**config.mk**
```make
export PLATFORM = sky130hd
export DESIGN_NAME = csv_field_tokenizer_core
export DESIGN_NICKNAME = d
export VERILOG_FILES = /design/src/design/csvt_pkg.sv /design/src/design/csvt_step.sv /design/src/design/csvt_res_fifo.sv /design/src/design/csv_field_tokenizer_core.sv
export SDC_FILE = /design/constraint.sdc
export NUM_CORES = 1
export LEC_CHECK = 0
export BUFFER_PORTS_ARGS = -buffer_cell sky130_fd_sc_hd__buf_2
export CORE_MARGIN = 4
export CORE_UTILIZATION = 46
export CTS_CLUSTER_DIAMETER = 40
export DETAILED_ROUTE_END_ITERATION = 8
export PLACE_DENSITY = 0.6
export SYNTH_ARGS = -nofsm -noshare
export SYNTH_HDL_FRONTEND = slang
export SYNTH_HIERARCHICAL = 1
export SYNTH_SLANG_ARGS = --single-unit
export TNS_END_PERCENT = 20
```
**constraint.sdc**
```tcl
create_clock -name aclk -period 7.7 [get_ports aclk]
set_input_delay 0.385 -clock aclk [delete_from_list [all_inputs] [get_ports aclk]]
set_output_delay 0.385 -clock aclk [all_outputs]
set_load 0.05 [all_outputs]
```
**src/design/csvt_pkg.sv**
```systemverilog
package csvt_pkg;

    // Default width of the byte position counter
    localparam int POSITION_BITS_DEF = 16;

    // Output field widths
    localparam int OFFSET_W = 16;
    localparam int INDEX_W  = 8;

    // Field limit register after reset
    localparam logic [INDEX_W-1:0] FIELD_LIMIT_RESET = 8'd16;

    // Result queue depth (two results can be pushed per byte)
    localparam int RES_DEPTH = 4;
    localparam int RES_PTR_W = $clog2(RES_DEPTH);
    localparam int RES_CNT_W = $clog2(RES_DEPTH + 1);

    // Character codes
    localparam logic [7:0] CHAR_QUOTE = 8'h22;
    localparam logic [7:0] CHAR_COMMA = 8'h2c;
    localparam logic [7:0] CHAR_LF    = 8'h0a;
    localparam logic [7:0] CHAR_CR    = 8'h0d;

    // Parser mode
    typedef enum logic [2:0] {
        MODE_START       = 3'd0,
        MODE_UNQUOTED    = 3'd1,
        MODE_QUOTED      = 3'd2,
        MODE_AFTER_QUOTE = 3'd3,
        MODE_AFTER_CR    = 3'd4
    } csvt_mode_t;

    // One field record
    typedef struct packed {
        logic [OFFSET_W-1:0] field_start;
        logic [OFFSET_W-1:0] field_length;
        logic [INDEX_W-1:0]  field_index;
        logic                row_end;
        logic                position_overflow;
        logic                last_of_run;
    } csvt_rec_t;

endpackage

```
**src/design/csvt_step.sv**
```systemverilog
module csvt_step #(
    parameter int POSITION_BITS = csvt_pkg::POSITION_BITS_DEF
) (
    input  logic [7:0]                          data_byte,
    input  logic                                end_of_buffer,
    input  logic [csvt_pkg::INDEX_W-1:0]        field_limit,
    // current parser state
    input  logic [POSITION_BITS-1:0]            pos,
    input  csvt_pkg::csvt_mode_t                mode,
    input  logic [POSITION_BITS-1:0]            cur_start,
    input  logic [POSITION_BITS-1:0]            cur_len,
    input  logic [csvt_pkg::INDEX_W-1:0]        cur_index,
    input  logic                                cur_ovf,
    // next parser state
    output logic [POSITION_BITS-1:0]            pos_next,
    output csvt_pkg::csvt_mode_t                mode_next,
    output logic [POSITION_BITS-1:0]            start_next,
    output logic [POSITION_BITS-1:0]            len_next,
    output logic [csvt_pkg::INDEX_W-1:0]        index_next,
    output logic                                ovf_next,
    // up to two records, in order
    output logic                                emit_a,
    output csvt_pkg::csvt_rec_t                 rec_a,
    output logic                                emit_b,
    output csvt_pkg::csvt_rec_t                 rec_b
);

    localparam logic [POSITION_BITS-1:0] POS_MAX = '1;
    localparam logic [POSITION_BITS-1:0] POS_ONE = {{(POSITION_BITS-1){1'b0}}, 1'b1};
    localparam logic [POSITION_BITS-1:0] POS_TWO = {{(POSITION_BITS-2){1'b0}}, 2'b10};

    // Saturating add; top bit of the result flags saturation
    function automatic logic [POSITION_BITS:0] sat_add(
        input logic [POSITION_BITS-1:0] a,
        input logic [POSITION_BITS-1:0] b
    );
        logic [POSITION_BITS:0] sum;
        sum = {1'b0, a} + {1'b0, b};
        return {sum[POSITION_BITS], sum[POSITION_BITS] ? POS_MAX : sum[POSITION_BITS-1:0]};
    endfunction

    logic [csvt_pkg::INDEX_W-1:0] limit;
    logic                         is_quote, is_comma, is_lf, is_cr;
    logic                         flush, a_close, b_close, b_row, unq;
    logic [POSITION_BITS:0]       sum;
    csvt_pkg::csvt_mode_t         mode_b, m_v;
    logic [POSITION_BITS-1:0]     s_v, l_v;
    logic [csvt_pkg::INDEX_W-1:0] i_v;
    logic                         o_v;

    always_comb begin
        limit    = (field_limit == '0) ? csvt_pkg::INDEX_W'(1) : field_limit;
        is_quote = (data_byte == csvt_pkg::CHAR_QUOTE);
        is_comma = (data_byte == csvt_pkg::CHAR_COMMA);
        is_lf    = (data_byte == csvt_pkg::CHAR_LF);
        is_cr    = (data_byte == csvt_pkg::CHAR_CR);

        // A held field (after CR or after a closing quote) ends before this byte
        flush = ((mode == csvt_pkg::MODE_AFTER_CR) && !is_lf) ||
                ((mode == csvt_pkg::MODE_AFTER_QUOTE) &&
                 !(is_quote || is_comma || is_lf || is_cr));

        a_close = ({1'b0, cur_index} + 9'd1) >= {1'b0, limit};
        rec_a.field_start       = csvt_pkg::OFFSET_W'(cur_start);
        rec_a.field_length      = csvt_pkg::OFFSET_W'(cur_len);
        rec_a.field_index       = cur_index;
        rec_a.row_end           = a_close;
        rec_a.position_overflow = cur_ovf;
        rec_a.last_of_run       = 1'b0;
        emit_a                  = flush;

        s_v = cur_start;
        l_v = cur_len;
        i_v = cur_index;
        o_v = cur_ovf;
        if (flush) begin
            i_v = a_close ? '0 : csvt_pkg::INDEX_W'(cur_index + 8'd1);
            l_v = '0;
        end
        mode_b = flush ? csvt_pkg::MODE_START : mode;
        m_v    = mode_b;

        // Byte in its mode
        emit_b = 1'b0;
        b_row  = 1'b0;
        unq    = 1'b0;
        sum    = '0;
        unique case (mode_b)
            csvt_pkg::MODE_AFTER_CR: begin
                // only LF remains here: consumed, closes the row
                emit_b = 1'b1;
                b_row  = 1'b1;
            end
            csvt_pkg::MODE_AFTER_QUOTE: begin
                if (is_quote) begin
                    sum = sat_add(l_v, POS_TWO);
                    l_v = sum[POSITION_BITS-1:0];
                    o_v = o_v | sum[POSITION_BITS];
                    m_v = csvt_pkg::MODE_QUOTED;
                    emit_b = end_of_buffer;
                    b_row  = 1'b1;
                end else if (is_comma) begin
                    emit_b = 1'b1;
                    b_row  = end_of_buffer;
                end else if (is_lf) begin
                    emit_b = 1'b1;
                    b_row  = 1'b1;
                end else begin
                    // CR
                    emit_b = end_of_buffer;
                    b_row  = 1'b1;
                    if (!end_of_buffer) begin
                        m_v = csvt_pkg::MODE_AFTER_CR;
                    end
                end
            end
            csvt_pkg::MODE_QUOTED: begin
                if (is_quote) begin
                    emit_b = end_of_buffer;
                    b_row  = 1'b1;
                    if (!end_of_buffer) begin
                        m_v = csvt_pkg::MODE_AFTER_QUOTE;
                    end
                end else begin
                    sum = sat_add(l_v, POS_ONE);
                    l_v = sum[POSITION_BITS-1:0];
                    o_v = o_v | sum[POSITION_BITS];
                    emit_b = end_of_buffer;
                    b_row  = 1'b1;
                end
            end
            csvt_pkg::MODE_UNQUOTED: begin
                unq = 1'b1;
            end
            default: begin
                // field start (unused codes behave the same)
                l_v = '0;
                if (is_quote) begin
                    sum = sat_add(pos, POS_ONE);
                    s_v = sum[POSITION_BITS-1:0];
                    o_v = o_v | sum[POSITION_BITS];
                    m_v = csvt_pkg::MODE_QUOTED;
                    emit_b = end_of_buffer;
                    b_row  = 1'b1;
                end else begin
                    s_v = pos;
                    unq = 1'b1;
                end
            end
        endcase

        // Unquoted field byte
        if (unq) begin
            if (is_comma) begin
                emit_b = 1'b1;
                b_row  = end_of_buffer;
            end else if (is_lf) begin
                emit_b = 1'b1;
                b_row  = 1'b1;
            end else if (is_cr) begin
                emit_b = end_of_buffer;
                b_row  = 1'b1;
                if (!end_of_buffer) begin
                    m_v = csvt_pkg::MODE_AFTER_CR;
                end
            end else begin
                sum = sat_add(l_v, POS_ONE);
                l_v = sum[POSITION_BITS-1:0];
                o_v = o_v | sum[POSITION_BITS];
                m_v = csvt_pkg::MODE_UNQUOTED;
                emit_b = end_of_buffer;
                b_row  = 1'b1;
            end
        end

        // Second record
        b_close = b_row || (({1'b0, i_v} + 9'd1) >= {1'b0, limit});
        rec_b.field_start       = csvt_pkg::OFFSET_W'(s_v);
        rec_b.field_length      = csvt_pkg::OFFSET_W'(l_v);
        rec_b.field_index       = i_v;
        rec_b.row_end           = b_close;
        rec_b.position_overflow = o_v;
        rec_b.last_of_run       = 1'b1;
        rec_a.last_of_run       = !emit_b;
        if (emit_b) begin
            i_v = b_close ? '0 : csvt_pkg::INDEX_W'(i_v + 8'd1);
            l_v = '0;
            m_v = csvt_pkg::MODE_START;
        end

        // Position advance and end of buffer restart
        if (end_of_buffer) begin
            pos_next   = '0;
            mode_next  = csvt_pkg::MODE_START;
            start_next = '0;
            len_next   = '0;
            index_next = '0;
            ovf_next   = 1'b0;
        end else begin
            mode_next  = m_v;
            start_next = s_v;
            len_next   = l_v;
            index_next = i_v;
            if (pos == POS_MAX) begin
                pos_next = POS_MAX;
                ovf_next = 1'b1;
            end else begin
                pos_next = pos + POS_ONE;
                ovf_next = o_v;
            end
        end
    end

endmodule

```
**src/design/csvt_res_fifo.sv**
```systemverilog
module csvt_res_fifo (
    input  logic                              aclk,
    input  logic                              aresetn,
    // write side: up to two records per cycle, first in wr0
    input  logic                              wr0_en,
    input  csvt_pkg::csvt_rec_t               wr0_data,
    input  logic                              wr1_en,
    input  csvt_pkg::csvt_rec_t               wr1_data,
    output logic                              room2,
    // read side
    output logic                              rd_valid,
    input  logic                              rd_ready,
    output csvt_pkg::csvt_rec_t               rd_data
);

    csvt_pkg::csvt_rec_t                 mem [csvt_pkg::RES_DEPTH];
    logic [csvt_pkg::RES_PTR_W-1:0]      wr_ptr_reg, wr_ptr_next;
    logic [csvt_pkg::RES_PTR_W-1:0]      rd_ptr_reg, rd_ptr_next;
    logic [csvt_pkg::RES_CNT_W-1:0]      cnt_reg, cnt_next;
    logic [csvt_pkg::RES_PTR_W-1:0]      wr_ptr_p1;
    logic                                pop;
    logic [1:0]                          n_push;

    assign wr_ptr_p1 = wr_ptr_reg + csvt_pkg::RES_PTR_W'(1);
    assign pop       = rd_valid && rd_ready;
    assign n_push    = {1'b0, wr0_en} + {1'b0, wr1_en};
    assign rd_valid  = (cnt_reg != '0);
    assign rd_data   = mem[rd_ptr_reg];
    assign room2     = (cnt_reg <= csvt_pkg::RES_CNT_W'(csvt_pkg::RES_DEPTH - 2));

    // Pointer and count update
    always_comb begin
        wr_ptr_next = wr_ptr_reg + csvt_pkg::RES_PTR_W'(n_push);
        rd_ptr_next = pop ? rd_ptr_reg + csvt_pkg::RES_PTR_W'(1) : rd_ptr_reg;
        cnt_next    = cnt_reg + csvt_pkg::RES_CNT_W'(n_push)
                      - csvt_pkg::RES_CNT_W'(pop);
    end

    always_ff @(posedge aclk) begin
        if (!aresetn) begin
            wr_ptr_reg <= '0;
            rd_ptr_reg <= '0;
            cnt_reg    <= '0;
        end else begin
            wr_ptr_reg <= wr_ptr_next;
            rd_ptr_reg <= rd_ptr_next;
            cnt_reg    <= cnt_next;
        end
    end

    // Storage
    always_ff @(posedge aclk) begin
        if (wr0_en) begin
            mem[wr_ptr_reg] <= wr0_data;
        end
        if (wr1_en) begin
            mem[wr_ptr_p1] <= wr1_data;
        end
    end

endmodule

```
**src/design/csv_field_tokenizer_core.sv**
```systemverilog
// Channel   Ports                                       Direction  Moves
// s_        s_valid/s_ready, s_data_byte, s_end_of_buf  in         one buffer byte
// m_        m_valid/m_ready, m_field_* , m_row_end ...  out        one field record
// cfg_      cfg_valid/cfg_ready, cfg_max_fields_per_row in         field limit write
//
// One byte per cycle while the queue has room: a byte is held in the input register,
// is parsed and its zero, one or two records enter a four-entry result queue. A byte
// that yields two records is read out as two separate records; input stalls while
// the queue has fewer than two free entries. Reset (aresetn, synchronous)
// clears parser state and sets the field limit to 16; no clearing pass.
module csv_field_tokenizer_core #(
    parameter int POSITION_BITS = csvt_pkg::POSITION_BITS_DEF
) (
    input  logic                              aclk,
    input  logic                              aresetn,
    // input bytes
    input  logic                              s_valid,
    output logic                              s_ready,
    input  logic [7:0]                        s_data_byte,
    input  logic                              s_end_of_buffer,
    // field records
    output logic                              m_valid,
    input  logic                              m_ready,
    output logic [csvt_pkg::OFFSET_W-1:0]     m_field_start,
    output logic [csvt_pkg::OFFSET_W-1:0]     m_field_length,
    output logic [csvt_pkg::INDEX_W-1:0]      m_field_index,
    output logic                              m_row_end,
    output logic                              m_position_overflow,
    output logic                              m_last_of_run,
    // configuration
    input  logic                              cfg_valid,
    output logic                              cfg_ready,
    input  logic [csvt_pkg::INDEX_W-1:0]      cfg_max_fields_per_row
);

    logic                              in_vld_reg;
    logic [7:0]                        in_byte_reg;
    logic                              in_eob_reg;
    logic [csvt_pkg::INDEX_W-1:0]      field_limit_reg;

    logic [POSITION_BITS-1:0]          pos_reg, pos_next;
    csvt_pkg::csvt_mode_t              mode_reg, mode_next;
    logic [POSITION_BITS-1:0]          start_reg, start_next;
    logic [POSITION_BITS-1:0]          len_reg, len_next;
    logic [csvt_pkg::INDEX_W-1:0]      index_reg, index_next;
    logic                              ovf_reg, ovf_next;

    logic                              emit_a, emit_b, room2, advance, s_fire;
    csvt_pkg::csvt_rec_t               rec_a, rec_b, wr0_data, rd_data;

    assign cfg_ready = 1'b1;
    assign advance   = in_vld_reg && room2;
    assign s_ready   = !in_vld_reg || room2;
    assign s_fire    = s_valid && s_ready;

    // Configuration register
    always_ff @(posedge aclk) begin
        if (!aresetn) begin
            field_limit_reg <= csvt_pkg::FIELD_LIMIT_RESET;
        end else if (cfg_valid && cfg_ready) begin
            field_limit_reg <= cfg_max_fields_per_row;
        end
    end

    // Input register
    always_ff @(posedge aclk) begin
        if (!aresetn) begin
            in_vld_reg <= 1'b0;
        end else if (s_fire) begin
            in_vld_reg <= 1'b1;
        end else if (advance) begin
            in_vld_reg <= 1'b0;
        end
    end

    always_ff @(posedge aclk) begin
        if (s_fire) begin
            in_byte_reg <= s_data_byte;
            in_eob_reg  <= s_end_of_buffer;
        end
    end

    // Parser
    csvt_step #(
        .POSITION_BITS (POSITION_BITS)
    ) u_step (
        .data_byte     (in_byte_reg),
        .end_of_buffer (in_eob_reg),
        .field_limit   (field_limit_reg),
        .pos           (pos_reg),
        .mode          (mode_reg),
        .cur_start     (start_reg),
        .cur_len       (len_reg),
        .cur_index     (index_reg),
        .cur_ovf       (ovf_reg),
        .pos_next      (pos_next),
        .mode_next     (mode_next),
        .start_next    (start_next),
        .len_next      (len_next),
        .index_next    (index_next),
        .ovf_next      (ovf_next),
        .emit_a        (emit_a),
        .rec_a         (rec_a),
        .emit_b        (emit_b),
        .rec_b         (rec_b)
    );

    // Parser state
    always_ff @(posedge aclk) begin
        if (!aresetn) begin
            pos_reg   <= '0;
            mode_reg  <= csvt_pkg::MODE_START;
            start_reg <= '0;
            len_reg   <= '0;
            index_reg <= '0;
            ovf_reg   <= 1'b0;
        end else if (advance) begin
            pos_reg   <= pos_next;
            mode_reg  <= mode_next;
            start_reg <= start_next;
            len_reg   <= len_next;
            index_reg <= index_next;
            ovf_reg   <= ovf_next;
        end
    end

    // A single record always goes into the first write slot
    assign wr0_data = emit_a ? rec_a : rec_b;

    csvt_res_fifo u_res_fifo (
        .aclk     (aclk),
        .aresetn  (aresetn),
        .wr0_en   (advance && (emit_a || emit_b)),
        .wr0_data (wr0_data),
        .wr1_en   (advance && emit_a && emit_b),
        .wr1_data (rec_b),
        .room2    (room2),
        .rd_valid (m_valid),
        .rd_ready (m_ready),
        .rd_data  (rd_data)
    );

    assign m_field_start       = rd_data.field_start;
    assign m_field_length      = rd_data.field_length;
    assign m_field_index       = rd_data.field_index;
    assign m_row_end           = rd_data.row_end;
    assign m_position_overflow = rd_data.position_overflow;
    assign m_last_of_run       = rd_data.last_of_run;

endmodule
```
==> metrics.txt <==
# TYPE chip_impl_metric gauge
chip_impl_info{name="status",value="completed"} 1
chip_impl_info{name="clock-root-buffer",value="clkbuf_16"} 1
chip_impl_metric{name="timing.max_slew.rel_slack",unit="%"} 26.3
chip_impl_metric{name="finalWeightedCongestion",unit=""} 0.945
chip_impl_metric{name="first_global_vias",unit=""} 12500
chip_impl_metric{name="maxCapViolCount",unit=""} 0
chip_impl_metric{name="final_net_count",unit=""} 1604
chip_impl_metric{name="global_route.usage.total",unit="%"} 22.8
chip_impl_metric{name="globalRouteOverflowTotal",unit=""} 0
chip_impl_metric{name="dpl_worst_slack",unit="ns"} 1.38
chip_impl_metric{name="p_sw",unit="mW"} 1.39
chip_impl_metric{name="post_route_minimum_period",unit="ns"} 6.44
chip_impl_metric{name="synth_seq_area_share",unit="%"} 40.6
chip_impl_metric{name="synth_xor_xnor_area_share",unit="%"} 1.84
chip_impl_metric{name="final.fill_count",unit=""} 3278
chip_impl_info{name="leading_cell_type_in_the_layout_fill_and_taps_excluded",value="edfxtp_1"} 1
chip_impl_metric{name="grt_antenna_before_repair",unit=""} 0
chip_impl_metric{name="synth.yosys.warnings",unit=""} 6
chip_impl_metric{name="cts_setup_buffers",unit=""} 0
chip_impl_metric{name="vias",unit=""} 12800
chip_impl_metric{name="cts_sinks",unit=""} 259
chip_impl_metric{name="regArea",unit="mm^2"} 0.00700
chip_impl_metric{name="grt_first_pass_wirelength",unit="um"} 74100
chip_impl_metric{name="synth_compound_area_share",unit="%"} 13.0
chip_impl_metric{name="grt_max_degree",unit=""} 94
chip_impl_metric{name="finalSetupViolCount",unit=""} 0
chip_impl_metric{name="clock_pin_slew_reported_for_the_worst_setup_and_hold_paths_after_clock_tree_synthesis",unit="ns"} 0.05
chip_impl_metric{name="synthMuxAreaShare",unit="%"} 20.8
chip_impl_metric{name="layout_setup_ws",unit="ns"} 1.26
chip_impl_metric{name="largest_reg_flops",unit=""} 172
chip_impl_metric{name="switching_share",unit="%"} 31.3
chip_impl_metric{name="area_delta_synth_final",unit="%"} 10.1
chip_impl_metric{name="tightest_slew",unit="ns"} 1.10
chip_impl_metric{name="finalClockSkew",unit="ns"} 0.0260
chip_impl_metric{name="slew_violations",unit=""} 0
chip_impl_metric{name="cts.path.max_buffers",unit=""} 3
chip_impl_metric{name="drt-initial-drc-count",unit=""} 1024
chip_impl_metric{name="clkPwrFrac",unit="%"} 44.7
chip_impl_metric{name="combinationalPowerShare",unit="%"} 19.8
chip_impl_metric{name="io_buffer_count",unit=""} 66
chip_impl_metric{name="diodes",unit=""} 0
chip_impl_info{name="biggest_register",value="u_res_fifo/mem"} 1
chip_impl_metric{name="cts_htree_levels",unit=""} 2
chip_impl_info{name="setup.worst_path.start_class",value="flop"} 1
chip_impl_metric{name="start_util",unit="%"} 46.8
chip_impl_metric{name="post-route-drc-count",unit=""} 0
chip_impl_metric{name="multi_input_area",unit="mm^2"} 0.00910
chip_impl_metric{name="post_synth_inst_count",unit=""} 1572
chip_impl_metric{name="fmaxAchievable",unit="MHz"} 155
chip_impl_metric{name="critPathRequiredTime",unit="ns"} 8.01
chip_impl_metric{name="ratio_of_cells_with_drive_above_1_in_the_final_layout",unit="%"} 30.1
chip_impl_metric{name="finalHoldViolations",unit=""} 0
chip_impl_metric{name="cts_resized",unit=""} 0
chip_impl_info{name="setup.worst_path.class",value="reg -> reg"} 1
chip_impl_metric{name="fp.coreArea",unit="mm^2"} 0.0368
chip_impl_metric{name="total_leakage_power",unit="nW"} 6.90
chip_impl_metric{name="dp.final_hpwl",unit="um"} 29800
chip_impl_info{name="cts_tree",value="built"} 1
chip_impl_metric{name="crit_fanout",unit=""} 15
chip_impl_info{name="grt_setup_unrepaired",value="no"} 1
chip_impl_metric{name="design.die.area",unit="mm^2"} 0.0406
chip_impl_info{name="leading_cell_types_in_the_layout_fill_and_taps_excluded",value="181 x edfxtp_1, 170 x mux2_2, 147 x nand2_1, 76 x nand4_1, 75 x dfxtp_1"} 1
chip_impl_metric{name="power.density",unit="mW/mm^2"} 234
chip_impl_metric{name="pin_count",unit=""} 68
chip_impl_metric{name="firstDrtPassIters",unit=""} 5
chip_impl_metric{name="yosys_register_bits",unit=""} 259
chip_impl_metric{name="synthSimpleGateAreaFrac",unit="%"} 14.8
chip_impl_info{name="critPathCaptureType",value="flop"} 1
chip_impl_metric{name="clock_buffer_count_from_cts",unit=""} 43
chip_impl_metric{name="wl_cell",unit="um"} 22.9
chip_impl_metric{name="ctsHoldBuffers",unit=""} 9
chip_impl_metric{name="yosys.area_share.adder",unit="%"} 2.08
chip_impl_metric{name="area_of_the_mapped_netlist",unit="mm^2"} 0.0172
chip_impl_metric{name="syn-mean-instance-area",unit="um^2"} 11.0
chip_impl_metric{name="die_width",unit="um"} 201
chip_impl_metric{name="synth-async-reset-ratio",unit="%"} 0
chip_impl_metric{name="rows",unit=""} 70
chip_impl_info{name="ys_dominant_reg_cell",value="edfxtp_1"} 1
chip_impl_info{name="dominant_combinational_cell_family_by_area_after_synthesis",value="multiplexers"} 1
chip_impl_metric{name="die_y",unit="um"} 201
chip_impl_info{name="holdCritPathClass",value="in -> reg"} 1
chip_impl_metric{name="vdd.ir_drop.worst",unit="uV"} 171
chip_impl_metric{name="synth-edff-count",unit=""} 181
chip_impl_metric{name="detail-route-antenna-nets",unit=""} 0
chip_impl_metric{name="ys_types",unit=""} 93
chip_impl_metric{name="route.final.wire_length",unit="um"} 47200
chip_impl_metric{name="post_drt_via_cell_ratio",unit=""} 6.21
chip_impl_metric{name="syn-num-nets",unit=""} 1622
chip_impl_metric{name="period_share",unit="%"} 83.6
chip_impl_metric{name="seq_power_share",unit="%"} 35.6
chip_impl_metric{name="finalSetupTns",unit="ns"} 0
chip_impl_metric{name="worstPathArrival",unit="ns"} 6.75
chip_impl_metric{name="p_int",unit="mW"} 3.05
chip_impl_metric{name="insertion_delay",unit="ns"} 0.56
## final timing paths
check | startpoint | depth (start not counted) | slack (ns) | end
setup / recovery | in_byte_reg[4] | 17 | 1.26 | u_res_fifo/mem[2][24]
hold / removal | cfg_max_fields_per_row[4] | 3 | 0.05 | field_limit_reg[4]
setup reg to reg | in_byte_reg[4] | 17 | 1.26 | u_res_fifo/mem[2][24]
hold reg to reg | ovf_reg | 2 | 0.47 | ovf_reg
## per-stage QoR
stage          power [mW]  cells  instance area (um^2)  hold slack (ns)  utilization (%)
5_1_grt              4.59   2057                 19000           0.0599             51.5
6_report             4.43   2057                 19000           0.0523             51.5
3_5_place_dp         2.49   1968                 17400            0.460             47.2
2_1_floorplan        2.31   1572                 17200            0.436                -
4_1_cts              4.48   2057                 19000           0.0276             51.5
3_3_place_gp         2.48   1968                 17400            0.453             47.2
## logic make-up after synthesis
logic type,count (synthesis)
xor+xnor,33
simple gates,471
flops,259
mux,277
other cells,2
buf+inv,196
compound gates,306
fa+ha+maj,28
## power groups by stage
| stage | sequential, mW | clock, mW | combinational (mW) |
|---|---|---|---|
| floorplan | 1.57 | 0 | 0.737 |
| global placement | 1.60 | 0 | 0.879 |
| detailed placement | 1.61 | 0 | 0.882 |
| CTS | 1.58 | 2.02 | 0.887 |
| global route | 1.58 | 2.08 | 0.926 |
| finish | 1.58 | 1.98 | 0.875 |
## synth_stat cells, drive strengths merged, types with 22 or more instances
| master | instances | area (um^2) |
|---|---|---|
| a21oi | 68 | 363 |
| and2 | 22 | 140 |
| buf | 118 | 881 |
| clkbuf | 49 | 185 |
| dfxtp | 78 | 1560 |
| edfxtp | 181 | 5440 |
| ha | 27 | 338 |
| inv | 28 | 105 |
| mux2 | 216 | 2430 |
| mux4 | 43 | 968 |
| nand2 | 147 | 552 |
| nand3 | 45 | 243 |
| nand4 | 76 | 475 |
| nor2 | 43 | 161 |
| nor2b | 33 | 206 |
| o21ai | 107 | 761 |
## layer usage
layer	track usage [%]	part of all wire (%)	vias to the layer above
met5	0	0	-
met1	33.8	47	6317
met4	5.79	2.4	0
met3	5.21	7.2	89
met2	33.7	43	413
li1	-	-	5945
## critical path, stage by stage (launching register included)
cell,delay (ns)
edfxtp_1,0.45
nor4b_2,0.60
a21boi_1,0.33
a31oi_2,0.74
buf_4,0.31
and2_1,0.17
ha_1,0.28
nand3_1,0.24
nor2_1,0.36
a22o_1,0.23
and2_1,0.31
a31oi_1,0.16
or2_2,0.36
nor4b_4,0.50
and4_1,0.29
o21ai_0,0.18
mux2_1,0.39
mux2_2,0.28
## final cells by class
| class | count | share of cell area [%] |
|---|---|---|
| Tap cell | 468 | 3.09 |
| Sequential cell | 259 | 36.9 |
| Clock buffer | 53 | 6.15 |
| Clock inverter | 27 | 1.71 |
| Multi-Input combinational cell | 1117 | 48.0 |
| Inverter | 29 | 0.574 |
| Timing Repair Buffer | 104 | 3.51 |
Note: power is estimated with default switching activity, not from simulation.
